[config.mk]
export PLATFORM = sky130hd
export DESIGN_NAME = load_store_fault_replay
export DESIGN_NICKNAME = d
export VERILOG_FILES = /design/src/rtl/lsfr_pkg.sv /design/src/rtl/lsfr_dp.sv /design/src/rtl/lsfr_ctrl.sv /design/src/rtl/load_store_fault_replay.sv
export SDC_FILE = /design/constraint.sdc
export NUM_CORES = 2
export LEC_CHECK = 0
export BUFFER_PORTS_ARGS = -buffer_cell sky130_fd_sc_hd__buf_2
export CORE_MARGIN = 2
export CORE_UTILIZATION = 50
export DETAILED_ROUTE_END_ITERATION = 8
export HOLD_SLACK_MARGIN = 0.02
export PLACE_DENSITY = 0.7
export SLEW_MARGIN = 20
export SYNTH_ARGS = -nofsm -noshare
export SYNTH_HDL_FRONTEND = slang
export SYNTH_SLANG_ARGS = --single-unit
[constraint.sdc]
create_clock -name clk -period 29.9 [get_ports clk]
set_input_delay 1.495 -clock clk [delete_from_list [all_inputs] [get_ports clk]]
set_output_delay 1.495 -clock clk [all_outputs]
set_load 0.01 [all_outputs]
[src/rtl/lsfr_pkg.sv]
// Package: shared types and constants for the load/store fault replay block.
`default_nettype none
package lsfr_pkg;
  localparam int unsigned SLOTS_DEF = 32;

  localparam logic [1:0] KIND_WRITE = 2'd0;
  localparam logic [1:0] KIND_REG   = 2'd1;
  localparam logic [1:0] KIND_DONE  = 2'd2;
  localparam logic [1:0] KIND_UNH   = 2'd3;

  // step operation codes issued by the decoder
  typedef enum logic [2:0] {
    OP_NONE   = 3'd0,
    OP_MEMW1  = 3'd1,  // write first source at far
    OP_MEMW2  = 3'd2,  // write second source at far+ps
    OP_LD1    = 3'd3,  // load first value into rt
    OP_LD2    = 3'd4,  // load second value into rt2
    OP_WB     = 3'd5,  // base writeback
    OP_END    = 3'd6   // done / unhandled
  } step_op_t;

  typedef struct packed {
    logic     start;
    logic     slot_wr;
    logic     step;
    logic [1:0] idx;
  } lsfr_cmd_t;

  typedef struct packed {
    logic [2:0] nsteps;
    logic       is_last;
  } lsfr_sts_t;
endpackage
`default_nettype wire

[src/rtl/lsfr_dp.sv]
// Datapath: context register file, instruction decode and result formation.
`default_nettype none
module lsfr_dp
  import lsfr_pkg::*;
#(
  parameter int unsigned SLOTS = SLOTS_DEF
) (
  input  wire logic        clk,
  input  wire lsfr_cmd_t   cmd,
  input  wire logic [4:0]  in_slot_index,
  input  wire logic [63:0] in_slot_value,
  input  wire logic [10:0] in_vector_offset,
  input  wire logic [31:0] in_syndrome,
  input  wire logic [31:0] in_opcode,
  input  wire logic [63:0] in_instruction_address,
  input  wire logic [63:0] in_fault_address,
  input  wire logic [63:0] in_read_data_first,
  input  wire logic [63:0] in_read_data_second,
  input  wire logic        rst_n,
  output lsfr_sts_t        sts,
  output logic [1:0]       res_kind,
  output logic [63:0]      res_target,
  output logic [3:0]       res_size,
  output logic [63:0]      res_data
);
  logic [63:0] regs_r [SLOTS];
  logic [SLOTS-1:0] vld_r;

  logic [31:0] op_r;
  logic [63:0] ia_r, far_r, rd1_r, rd2_r;
  logic [63:0] st_src_r;
  logic        ok_r, wr_r;
  step_op_t    seq_r [4];
  logic [2:0]  nsteps_r;

  // decode of the incoming event, latched on start
  step_op_t    seq_nxt [4];
  logic [2:0]  n_nxt;
  logic [31:0] op;
  logic        ok;
  logic [31:0] m1, m2, mp;
  logic        ldp_plain, ldp_wb;

  function automatic logic [63:0] bmask(input logic [3:0] b);
    case (b)
      4'd1:    bmask = 64'hff;
      4'd2:    bmask = 64'hffff;
      4'd4:    bmask = 64'hffff_ffff;
      default: bmask = '1;
    endcase
  endfunction

  function automatic logic [63:0] sx32(input logic [63:0] v);
    sx32 = v[31] ? (v | 64'hffffffff00000000) : v;
  endfunction

  always_comb begin
    op = in_opcode;
    ok = (in_vector_offset[8:0] == 9'd0) && (in_syndrome[31:27] == 5'b10010);
    m1 = op & 32'h3fe00c00;
    m2 = op & 32'h7fc00000;
    mp = op & 32'hffc00000;
    ldp_plain = (op & 32'h7fc00000) == 32'h29400000;
    ldp_wb    = (op & 32'h7ec00000) == 32'h28c00000;
    for (int i = 0; i < 4; i++) seq_nxt[i] = OP_END;
    n_nxt = 3'd1;
    if (ok) begin
      if (in_syndrome[6]) begin
        if (m1 == 32'h38000000 || m1 == 32'h38200800 ||
            (op & 32'h3fc00000) == 32'h39000000) begin
          seq_nxt[0] = OP_MEMW1; n_nxt = 3'd2;
        end else if (m1 == 32'h38000400 || m1 == 32'h38000c00) begin
          seq_nxt[0] = OP_WB; seq_nxt[1] = OP_MEMW1; n_nxt = 3'd3;
        end else if (m2 == 32'h29000000) begin
          seq_nxt[0] = OP_MEMW1; seq_nxt[1] = OP_MEMW2; n_nxt = 3'd3;
        end else if (m2 == 32'h28800000 || m2 == 32'h29800000) begin
          seq_nxt[0] = OP_WB; seq_nxt[1] = OP_MEMW1; seq_nxt[2] = OP_MEMW2;
          n_nxt = 3'd4;
        end
      end else begin
        if (ldp_plain || ldp_wb ||
            mp == 32'h69400000 || mp == 32'h68c00000 || mp == 32'h69c00000) begin
          seq_nxt[0] = OP_LD1; seq_nxt[1] = OP_LD2;
          if (ldp_wb || (!ldp_plain && mp != 32'h69400000)) begin
            seq_nxt[2] = OP_WB; n_nxt = 3'd4;
          end else begin
            n_nxt = 3'd3;
          end
        end else if ((op & 32'h3f000000) == 32'h18000000 ||
                     m1 == 32'h38600800 || (op & 32'h3fc00000) == 32'h39400000 ||
                     m1 == 32'h38400000 ||
                     (op & 32'h3fa00c00) == 32'h38a00800 ||
                     (op & 32'h3f800000) == 32'h39800000) begin
          seq_nxt[0] = OP_LD1; n_nxt = 3'd2;
        end else if ((op & 32'h3fe00400) == 32'h38400400 ||
                     (op & 32'h3fa00400) == 32'h38800400) begin
          seq_nxt[0] = OP_LD1; seq_nxt[1] = OP_WB; n_nxt = 3'd3;
        end
      end
    end
  end

  always_ff @(posedge clk) begin
    if (cmd.start) begin
      op_r <= in_opcode; ia_r <= in_instruction_address; far_r <= in_fault_address;
      rd1_r <= in_read_data_first; rd2_r <= in_read_data_second;
      ok_r <= ok; wr_r <= in_syndrome[6];
      seq_r <= seq_nxt; nsteps_r <= n_nxt;
      // single stores take their source before any base writeback
      st_src_r <= (in_opcode[4:0] == 5'd31 || !vld_r[in_opcode[4:0]]) ? 64'd0 :
                  regs_r[in_opcode[4:0]];
    end
  end

  assign sts.nsteps = nsteps_r;
  assign sts.is_last = ({1'b0, cmd.idx} + 3'd1) == nsteps_r;

  // result for the current step
  step_op_t    cur;
  logic [3:0]  size, ps, ls;
  logic [4:0]  rt, rn, rt2, dst;
  logic [63:0] imm9, imm7, off, v, rn_v, rt_v, rt2_v, ldv, sv;
  logic        sx_load, is_ldp, is_ldpsw, is_lit, to64, neg, is_stp;
  logic        reg_we;

  function automatic logic [63:0] rdreg(input logic [63:0] x, input logic vb);
    rdreg = vb ? x : 64'd0;
  endfunction

  always_comb begin
    cur  = seq_r[cmd.idx];
    size = 4'd1 << op_r[31:30];
    ps   = op_r[31] ? 4'd8 : 4'd4;
    ls   = op_r[30] ? 4'd8 : 4'd4;
    rt = op_r[4:0]; rn = op_r[9:5]; rt2 = op_r[14:10];
    imm9 = {{55{op_r[20]}}, op_r[20:12]};
    imm7 = {{57{op_r[21]}}, op_r[21:15]};
    is_ldp   = ((op_r & 32'h7fc00000) == 32'h29400000) ||
               ((op_r & 32'h7ec00000) == 32'h28c00000);
    is_ldpsw = !is_ldp;
    is_lit   = (op_r & 32'h3f000000) == 32'h18000000;
    is_stp   = (op_r & 32'h7fc00000) == 32'h29000000 ||
               (op_r & 32'h7fc00000) == 32'h28800000 ||
               (op_r & 32'h7fc00000) == 32'h29800000;
    sx_load  = ((op_r & 32'h3fa00c00) == 32'h38a00800) ||
               ((op_r & 32'h3f800000) == 32'h39800000) ||
               ((op_r & 32'h3fa00400) == 32'h38800400);
    to64 = !op_r[22];
    rn_v  = rdreg(regs_r[rn], vld_r[rn]);
    rt_v  = (rt == 5'd31) ? 64'd0 : rdreg(regs_r[rt], vld_r[rt]);
    rt2_v = (rt2 == 5'd31) ? 64'd0 : rdreg(regs_r[rt2], vld_r[rt2]);
    if (wr_r && (op_r & 32'h7fc00000) != 32'h29000000 &&
        ((op_r & 32'h3fe00c00) == 32'h38000400 || (op_r & 32'h3fe00c00) == 32'h38000c00))
      off = imm9;
    else if (!wr_r && !(((op_r & 32'h7fc00000) == 32'h29400000) ||
             ((op_r & 32'h7ec00000) == 32'h28c00000) ||
             ((op_r & 32'hffc00000) == 32'h69400000) ||
             ((op_r & 32'hffc00000) == 32'h68c00000) ||
             ((op_r & 32'hffc00000) == 32'h69c00000)))
      off = imm9;
    else
      off = (ps == 4'd8) ? {imm7[60:0], 3'b000} : {imm7[61:0], 2'b00};
    // single load value
    ldv = '0; neg = 1'b0;
    if (is_lit) begin
      ldv = rd1_r & bmask(ls);
      if (op_r[31]) ldv = sx32(ldv);
    end else begin
      ldv = rd1_r & bmask(size);
      if (sx_load) begin
        case (size)
          4'd1: begin neg = ldv[7];  if (neg) ldv = ldv | 64'hffffff00; end
          4'd2: begin neg = ldv[15]; if (neg) ldv = ldv | 64'hffff0000; end
          4'd4: neg = ldv[31];
          default: neg = 1'b0;
        endcase
        if (neg && to64) ldv = ldv | 64'hffffffff00000000;
      end
    end
    res_kind = KIND_REG; res_target = '0; res_size = '0; res_data = '0;
    dst = rt; v = '0; reg_we = 1'b0; sv = '0;
    case (cur)
      OP_MEMW1: begin
        res_kind = KIND_WRITE; res_target = far_r;
        sv = is_stp ? {60'd0, ps} : {60'd0, size};
        res_size = sv[3:0];
        res_data = (is_stp ? rt_v : st_src_r) & bmask(sv[3:0]);
      end
      OP_MEMW2: begin
        res_kind = KIND_WRITE; res_target = far_r + {60'd0, ps};
        res_size = ps; res_data = rt2_v & bmask(ps);
      end
      OP_LD1: begin
        dst = rt;
        if (is_ldp && !is_lit) v = rd1_r & bmask(ps);
        else if (is_ldpsw && seq_r[1] == OP_LD2) v = sx32(rd1_r & 64'hffffffff);
        else v = ldv;
        if (is_ldp && seq_r[1] == OP_LD2) v = rd1_r & bmask(ps);
        reg_we = 1'b1;
      end
      OP_LD2: begin
        dst = rt2;
        v = is_ldp ? (rd2_r & bmask(ps)) : sx32(rd2_r & 64'hffffffff);
        reg_we = 1'b1;
      end
      OP_WB: begin
        dst = rn;
        if (!wr_r && !is_ldp && (op_r & 32'hffc00000) != 32'h69400000 &&
            ((op_r & 32'hffc00000) == 32'h68c00000 ||
             (op_r & 32'hffc00000) == 32'h69c00000))
          v = rn_v + {imm7[61:0], 2'b00};
        else v = rn_v + off;
        reg_we = 1'b1;
      end
      OP_END: begin
        res_kind = ok_r ? (nsteps_r == 3'd1 ? KIND_UNH : KIND_DONE) : KIND_UNH;
        res_target = ok_r ? ia_r + 64'd4 : ia_r;
      end
      default: ;
    endcase
    if (reg_we) begin
      res_kind = KIND_REG; res_target = {59'd0, dst}; res_data = v;
    end
  end

  always_ff @(posedge clk) begin
    if (!rst_n) begin
      vld_r <= '0;
    end else if (cmd.slot_wr) begin
      vld_r[in_slot_index] <= 1'b1;
    end else if (cmd.step && reg_we) begin
      vld_r[dst] <= 1'b1;
    end
  end

  always_ff @(posedge clk) begin
    if (cmd.slot_wr) regs_r[in_slot_index] <= in_slot_value;
    else if (cmd.step && reg_we) regs_r[dst] <= v;
  end
endmodule
`default_nettype wire

[src/rtl/lsfr_ctrl.sv]
// Controller: accepts items and sequences one result per step.
`default_nettype none
module lsfr_ctrl
  import lsfr_pkg::*;
(
  input  wire logic  clk,
  input  wire logic  rst_n,
  input  wire logic  in_valid,
  input  wire logic  in_mode,
  output logic       in_ready,
  output logic       out_valid,
  input  wire logic  out_ready,
  input  wire lsfr_sts_t sts,
  output lsfr_cmd_t  cmd,
  output logic       out_last
);
  typedef enum logic [1:0] {
    ST_IDLE = 2'b01,
    ST_EMIT = 2'b10
  } state_t;

  state_t     state_r, state_nxt;
  logic [1:0] idx_r, idx_nxt;
  logic       acc;

  assign in_ready  = (state_r == ST_IDLE);
  assign out_valid = (state_r == ST_EMIT);
  assign out_last  = sts.is_last;
  assign acc       = in_valid && in_ready;

  always_comb begin
    state_nxt = state_r; idx_nxt = idx_r;
    cmd.start = acc && in_mode;
    cmd.slot_wr = acc && !in_mode;
    cmd.step = out_valid && out_ready;
    cmd.idx = idx_r;
    case (state_r)
      ST_IDLE: if (acc && in_mode) begin state_nxt = ST_EMIT; idx_nxt = '0; end
      ST_EMIT: if (out_ready) begin
        if (sts.is_last) state_nxt = ST_IDLE;
        else idx_nxt = idx_r + 2'd1;
      end
      default: state_nxt = ST_IDLE;
    endcase
  end

  always_ff @(posedge clk) begin
    if (!rst_n) begin
      state_r <= ST_IDLE; idx_r <= '0;
    end else begin
      state_r <= state_nxt; idx_r <= idx_nxt;
    end
  end
endmodule
`default_nettype wire

[src/rtl/load_store_fault_replay.sv]
// Top level: load/store fault replay block.
//  channel | ports              | handshake
//  input   | in_*               | in_valid / in_ready
//  result  | out_*              | out_valid / out_ready
// A fault event is accepted and then gives one result per step (1 to 4 results).
// A slot load is written when it is accepted and gives no result.
// Reset (rst_n low, synchronous) clears the control state and the slot valid bits.
// A stalled out_ready holds the current result; no new item is taken meanwhile.
`default_nettype none
module load_store_fault_replay
  import lsfr_pkg::*;
#(
  parameter int unsigned REGISTER_SLOTS = SLOTS_DEF
) (
  input  wire logic        clk,
  input  wire logic        rst_n,
  input  wire logic        in_valid,
  output logic             in_ready,
  input  wire logic        in_mode,
  input  wire logic [4:0]  in_slot_index,
  input  wire logic [63:0] in_slot_value,
  input  wire logic [10:0] in_vector_offset,
  input  wire logic [31:0] in_syndrome,
  input  wire logic [31:0] in_opcode,
  input  wire logic [63:0] in_instruction_address,
  input  wire logic [63:0] in_fault_address,
  input  wire logic [63:0] in_read_data_first,
  input  wire logic [63:0] in_read_data_second,
  output logic             out_valid,
  input  wire logic        out_ready,
  output logic [1:0]       out_kind,
  output logic [63:0]      out_target,
  output logic [3:0]       out_access_size,
  output logic [63:0]      out_data,
  output logic             out_last
);
  lsfr_cmd_t cmd;
  lsfr_sts_t sts;

  lsfr_ctrl u_ctrl (
    .clk, .rst_n, .in_valid, .in_mode, .in_ready, .out_valid, .out_ready,
    .sts, .cmd, .out_last
  );

  lsfr_dp #(.SLOTS(REGISTER_SLOTS)) u_dp (
    .clk, .cmd, .in_slot_index, .in_slot_value, .in_vector_offset, .in_syndrome,
    .in_opcode, .in_instruction_address, .in_fault_address, .in_read_data_first,
    .in_read_data_second, .rst_n, .sts,
    .res_kind(out_kind), .res_target(out_target), .res_size(out_access_size),
    .res_data(out_data)
  );
endmodule
`default_nettype wire

==> out/qor.yml <==
status:
  status: "complete, no violations"
layout:
  area_growth_pct: 10.9
  nNetsFinal: 10100
  final_common_cell: "mux4_2"
  mostFrequentLayoutCells: "mux4_2 (2,596), edfxtp_1 (2,414), buf_2 (508)"
  fillers: 23600
  drive_above_1_share_pct: 41.4
  fin_util_pct: 55.6
yosys:
  synth_area_per_cell_um2: 16.9
  synth_top_family_by_area: "multiplexers"
  ys_warn_count: 0
  yosys-top-cells-area: "edfxtp_1 (46%), mux4_2 (37%), mux2i_1 (1.6%)"
  ys.flop_type: "edfxtp_1"
  yosysUniqueCellTypes: 93
  synth_mux_area_share_pct: 39.4
  syn-num-nets: 9810
  synth_seq_cells: 2465
  synthArstFlopShare_pct: 0
  yosys.area.top_type_share_pct: 46.4
  synth_cells: 9269
  synth_xor_area_share_pct: 0.880
  synth.yosys.seq_area_share_pct: 47.0
  synth_compound_area_share_pct: 5.04
  yosys.area.top_type: "edfxtp_1"
  netlist_area_um2: 156000
  synth_simple_gate_area_share_pct: 4.23
  synthAdderAreaFrac_pct: 1.10
  synth_edf_count: 2414
sta:
  finalSetupViolations: 0
  fin_crit_sh_pct: 41.3
  timing.final.ws_setup_ns: 17.56
  finalHoldViolCount: 0
  finalMaxSlewViolations: 0
  final.min_clock_period_ns: 12.34
  fmax_mhz: 81.0
  max_slew.worst_pin.slew_ns: 1.24
  fin_setup_tns_ns: 0
  slew_headroom_pct: 16.9
  rsz0062_at_grt: "no"
  skew_ns: 0.0849
route:
  vias: 109000
  vias_per_cell: 7.83
  drt-wirelength-per-cell_um: 41.6
  final_antenna_net_count: 0
  drt_iter0_markers: 19400
  wl_mm: 580
  drc_errors: 0
  firstDrtPassIters: 6
critical_path:
  r2r_end: "u_dp.regs_r[1][46]"
  r2r.worst_path.cells: 19
  worst-path-max-fanout: 59
  worstSetupEndpointType: "output port"
  required_ns: 28.41
  start_kind: "register"
  r2r_slack_ns: 19.61
  worstPathArrival_ns: 10.85
  crit_type: "register to output port"
min_path:
  hold_path_depth: 1
  hold-path-endpoint: "u_dp.vld_r[31]"
  worstHoldPathType: "register to register"
  min_from: "u_dp.vld_r[31]"
global_route:
  grt_pass1_wl_mm: 810
  antenna_found_initial: 54
  grt_overflow_total: 0
  first_global_vias: 106000
  grt_start_max_net_pins: 184
  grt_usage_pct: 36.2
placed_design:
  place_congestion: 0.974
  portBuffers: 513
  dp_hpwl_mm: 350
  place_ws_ns: 18.86
floorplan:
  initial_core_util_pct: 50.2
  die_h_um: 563
  top_level_ports: 542
  fp.dieArea_um2: 317000
  core_um2: 311000
  rows: 205
  die_w_um: 563
power:
  power_leakage_nw: 55.8
  power_mw: 8.71
  ir_drop_v: 0.0000453
  powerDensity_nw_per_um2: 50.3
clocking:
  cts_buffers: 275
  cts_resized: 0
  cts_sinks: 2465
  cts_tree: "done"
  hold_buffers: 0
  clk_path_buf_depth: 4
  clock_latency_ns: 0.96
  cts_setup_buffers: 0
  htree_num_levels: 5
  clkSlewWorstSetupHoldPaths_ns: 0.06
  cts-root-buf: "clkbuf_16"
flow_run:
  maxCapViolations: 0
## cells in the mapped netlist (21+ instances only)
cell type  instances
o211ai_1          26
a21o_1            76
dfxtp_1           51
nand4_1           71
o21bai_1          25
a221oi_1          71
nor4_1            33
nor3_1            59
nand2_1          491
or3_1             26
xor2_1            77
o22ai_1           23
o221ai_1          23
mux4_2          2596
a31oi_1           39
edfxtp_1        2414
nand2b_1          26
and2_1            21
and3_1            38
inv_1             52
nor2_1           491
nor2b_1           21
buf_1            138
buf_2            170
o21a_1            23
o21ai_0          334
ha_1             133
xnor2_1           80
clkbuf_1         527
nand3_1          123
mux2i_1          255
o31a_1            35
mux2_2            50
a21oi_1          384
a22oi_1           25
## cell families (layout without fill, tap and decap cells)
group                      after synthesis  count (layout)
AOI/OAI and AO/OA                     1249            1249
xor gates and xnor gates               157             157
adders and majority gates              136             136
buffers and inverters                  892            1388
DFF                                   2465            2465
muxes                                 2902            2902
other                                    0              46
and+or+nand+nor                       1468            1468
## cell type report
class	count	area, um^2	share of cell area (%)
Antenna cell	46	115	0.0664
Sequential cell	2465	73600	42.5
Inverter	54	210	0.121
Clock inverter	154	1520	0.874
Clock buffer	337	7290	4.21
Tap cell	4140	5180	2.99
Timing Repair Buffer	843	5400	3.12
Multi-Input combinational cell	5912	80000	46.2
## flip-flops by register name, summed over array words and instances (netlist names), 9 cells and up, named ones only
name           flops
u_dp.regs_r     2048
u_dp.ia_r         64
u_dp.rd2_r        64
u_dp.st_src_r     64
u_dp.vld_r        32
u_dp.op_r         32
u_dp.rd1_r        64
u_dp.far_r        64
u_dp.seq_r         9
## power breakdown
group | internal [mW] | total [mW] | switching [mW]
Clock | 1.94 | 3.43 | 1.49
Combinational | 0.641 | 1.40 | 0.761
Sequential | 3.83 | 3.89 | 0.0541
## per-layer routing
| layer | global-route usage (%) | share of wire, % | vias up |
|---|---|---|---|
| li1 | - | - | 41000 |
| met1 | 46.7 | 33 | 56100 |
| met2 | 52.6 | 44 | 10300 |
| met3 | 15.7 | 17 | 1863 |
| met4 | 18.1 | 6.0 | 28 |
| met5 | 0 | 0.073 | - |
## critical path: stages (launching register included)
cell and delay [ns]:
dfxtp_4 0.75, buf_4 0.82, buf_4 0.61, buf_4 0.87
mux4_2 0.44, mux4_2 0.51, mux2i_2 0.81, nor2_1 0.26
ha_1 0.45, nand2_1 0.19, or3_1 0.43, or3_1 0.37
a311oi_1 0.68, nor2_1 0.17, o31ai_1 0.33, xnor2_1 0.15
o21ai_0 0.25, a21oi_1 0.84, o211ai_1 0.47, buf_2 0.28
## through the flow
| stage | cell area (um^2) | hold slack, ns | cells |
|---|---|---|---|
| 2_1_floorplan | 156000 | 0.447 | 9269 |
| 3_3_place_gp | 164000 | 0.468 | 13400 |
| 3_5_place_dp | 164000 | 0.470 | 13400 |
| 4_1_cts | 173000 | 0.483 | 13900 |
| 5_1_grt | 173000 | 0.512 | 13900 |
| 6_report | 173000 | 0.486 | 14000 |
## worst max-delay path by stage
stage,end,cells after the start,from
floorplan,u_dp.far_r[0],3,in_mode
global placement,out_data[46],19,register
detailed placement,out_data[46],19,register
CTS,out_data[46],19,register
global route,out_data[46],19,register
finish,out_data[46],19,register
Note: power is estimated with default switching activity, not from simulation.
